--- src/hw/rtl/pba_ffs.sv ---
// ----------------------------------------------------------------------------
// pba_ffs
// lowest set bit finder over one map word
// ----------------------------------------------------------------------------
module pba_ffs #(
	parameter int WIDTH = 64,
	parameter int BW    = 6
) (
	input  logic [WIDTH-1:0] vec,
	output logic             found,
	output logic [BW-1:0]    pos,
	output logic [WIDTH-1:0] onehot
);

	// priority over bits, lowest wins
	always_comb begin
		pos = '0;
		for (int i = WIDTH - 1; i >= 0; i--) begin
			if (vec[i]) begin
				pos = BW'(i);
			end
		end
	end

	assign found  = |vec;
	assign onehot = vec & (~vec + WIDTH'(1));

endmodule

--- config.mk ---
export PLATFORM = sky130hd
export DESIGN_NAME = pba_ffs
export DESIGN_NICKNAME = d
export VERILOG_FILES = /design/src/hw/rtl/pba_ffs.sv
export SDC_FILE = /design/constraint.sdc
export NUM_CORES = 1
export LEC_CHECK = 0
export BUFFER_PORTS_ARGS = -buffer_cell sky130_fd_sc_hd__buf_2
export CAP_MARGIN = 20
export CORE_MARGIN = 8
export CORE_UTILIZATION = 40
export DETAILED_ROUTE_END_ITERATION = 8
export PLACE_DENSITY = 0.89
export SYNTH_ARGS = -nofsm -noshare
export SYNTH_HDL_FRONTEND = slang
export SYNTH_SLANG_ARGS = --single-unit
--- constraint.sdc ---
create_clock -name vclk -period 2.3
set_clock_uncertainty 0.15 [all_clocks]
set_input_delay 0.115 -clock vclk [all_inputs]
set_output_delay 0.115 -clock vclk [all_outputs]
set_load 0.01 [all_outputs]
==> flow_summary.ini <==
[outcome]
run_status = finished clean

[drt]
wl_mm = 6.466
wl_per_cell_um = 14.76
dr.pass1.iters = 4
drcViolationCount = 0
ant_nets = 0
viasPerCell = 5.705
vias = 2499
drtIter0Drc = 89

[setup_path]
path_cells = buf_2, nor4_2, buf_4, nand4_4, nor3_4, buf_4, nand3_2, nor4b_1, buf_2
crit_required_ps = 2040
crit_arrival_ps = 1880
critPathMaxFanout = 6
startpoint_type = input port
crit_slowest_cell = nor4b_1
cp-end-kind = output pin
criticalPathCategory = in2out
slowest_delay_ps = 290

[floorplanning]
die_y_um = 77.83
die_w_um = 77.83
core_area_sq_um = 3661
io_pins = 135
start_util_pct = 41.76
placementRows = 22
die-area_sq_um = 6057

[sta]
rsz0062_at_grt = no
period_minus_slack_ps = 2142
fin_crit_sh_pct = 93.13
hold_viol = 0
tightest_slew_ps = 550.4
hold_ws_ps = 372.6
fmax_mhz = 466.8
drv_slew = 0
slew_headroom_pct = 62.84
setup_viol = 0
fin_setup_tns_ps = 0

[global_routing]
busiest_layer = met2
grtUsageMet1_pct = 20.07
grt_pass1_vias = 2432
grt_pass1_wl_mm = 10.26
track_usage_pct = 18.94
grt_start_max_net_pins = 10
antenna_found_initial = 0
met2_usage_pct = 35.25
use_met3_pct = 5.991
grt.overflow.total = 0

[pwr]
p_sw_uw = 140.5
p_seq_share_pct = 0
ir_drop_mv = 0.05173
pwr-share-comb_pct = 100.0
leakage_uw = 0.001225
clkPwrFrac_pct = 0
pwr_density_cell_nw_per_um2 = 97.58
swShare_pct = 60.30
power_uw = 232.9
p_int_uw = 92.48

[layout]
nets = 456
final-seq-area_sq_um = 0
clock_buffer_count = 0
syn2layout_area_growth_pct = 56.14
fin_cells = 438
n_antenna_cell = 0
drive_above_1_share_pct = 46.41
utilization_pct = 65.21
seq_cells = 0

[run]
maxCapViolations = 0

[min_path]
hold_depth = 3
min_to = onehot[21]
hold_path.class = in2out
min_from = vec[20]

[synthesis]
synth.cell_area_sq_um = 1529
synthCells = 242
yosysUniqueCellTypes = 46
synth_nets = 306
ys_seq_area_share_pct = 0
yosys_warnings = 0
synth.avg_cell_area_sq_um = 6.318

[place]
hpwl_mm = 5.617
numPortBuffers = 135
place_congestion = 0.8840
place_inst = 438

[clock_tree]
hold_buffers = 0
cts_resized = 0
cts_setup_buffers = 0
logic make-up after synthesis:
| logic type | synth area share [%] |
|---|---|
| AO/OA/AOI/OAI | 20.21 |
| AND/OR/NAND/NOR | 74.63 |
| buffers and inverters | 5.156 |
placed cells by master (no fill, tap or decap), types with 2 or more instances in the layout:
| cell type | synthesis | routed |
|---|---|---|
| and3_1 | 4 | 4 |
| o31ai_1 | 4 | 4 |
| nand3_1 | 7 | 7 |
| a41oi_1 | 2 | 2 |
| nand2b_1 | 5 | 5 |
| a21oi_1 | 19 | 19 |
| o211ai_1 | 2 | 2 |
| nor2_1 | 36 | 34 |
| o311ai_0 | 3 | 3 |
| nor4_2 | 4 | 6 |
| and4b_1 | 5 | 5 |
| nor3_1 | 20 | 20 |
| nor2_2 | 0 | 2 |
| nor4b_1 | 10 | 10 |
| inv_1 | 17 | 17 |
| buf_2 | 0 | 135 |
| nor4b_2 | 4 | 4 |
| or4_1 | 2 | 2 |
| and2_1 | 8 | 8 |
| nor4_1 | 19 | 17 |
| nand2_1 | 15 | 15 |
| and3_2 | 5 | 5 |
| nand2_4 | 2 | 2 |
| buf_4 | 1 | 16 |
| nor2b_1 | 2 | 2 |
| o21ai_0 | 13 | 13 |
| a31oi_1 | 2 | 2 |
| nor3b_1 | 9 | 9 |
routing by layer:
layer | up-vias | part of all wire [%]
met1 | 1132 | 39
met2 | 116 | 49
met3 | 10 | 10
met5 | - | 0
met4 | 0 | 1.9
li1 | 1241 | -
layout make-up:
class / instances / area (sq um)
multi-input combinational: 222 / 1468
fill: 338 / 1274
timing repair buffer: 151 / 795.8
inverter: 17 / 63.81
tap: 48 / 60.06
synth_stat cells, drive strengths merged (2+ instances only):
| cell | count | area (sq um) |
|---|---|---|
| nor2 | 36 | 135.1 |
| nor4 | 24 | 190.2 |
| nor3 | 21 | 116.4 |
| a21oi | 19 | 95.09 |
| inv | 17 | 63.81 |
| nand2 | 17 | 78.82 |
| nor4b | 15 | 171.4 |
| o21ai | 13 | 65.06 |
| and2 | 10 | 66.32 |
| nor3b | 10 | 80.07 |
| and3 | 9 | 62.56 |
| nand3 | 9 | 62.56 |
| and4b | 5 | 50.05 |
| nand2b | 5 | 31.28 |
| o31ai | 4 | 30.03 |
| o311ai | 3 | 26.28 |
| a21boi | 2 | 15.01 |
| a31oi | 2 | 12.51 |
| a41oi | 2 | 17.52 |
| clkbuf | 2 | 7.510 |
| nand4 | 2 | 27.53 |
| nor2b | 2 | 12.51 |
| o211ai | 2 | 15.01 |
| or4 | 2 | 15.01 |
worst max path at each step:
stage	startpoint	endpoint	slack [ps]	cells past startpoint
after CTS	vec[3]	onehot[23]	150	9
after floorplan	vec[36]	onehot[63]	280	7
after detailed placement	vec[3]	onehot[23]	150	9
after global routing	vec[43]	pos[2]	40	8
after global placement	vec[3]	onehot[23]	190	9
final	vec[11]	onehot[43]	160	9
per-stage QoR:
stage	worst slack (ps)	area [sq um]
finish	157.9	2387
global route	44.80	2387
CTS	147.9	2370
detailed placement	151.4	2370
global placement	192.3	2370
floorplan	283.7	1529
power groups by stage:
stage / combinational, uW / clock (uW) / sequential, uW
after global routing: 256 / 0 / 0
after floorplan: 87.7 / 0 / 0
final: 233 / 0 / 0
after CTS: 228 / 0 / 0
after detailed placement: 227 / 0 / 0
after global placement: 222 / 0 / 0
critical path, delay by kind of cell:
family,cells,cell delay [ps]
buffers and inverters,4,660
and+or+nand+nor,5,1100
Note: power is estimated with default switching activity, not from simulation.
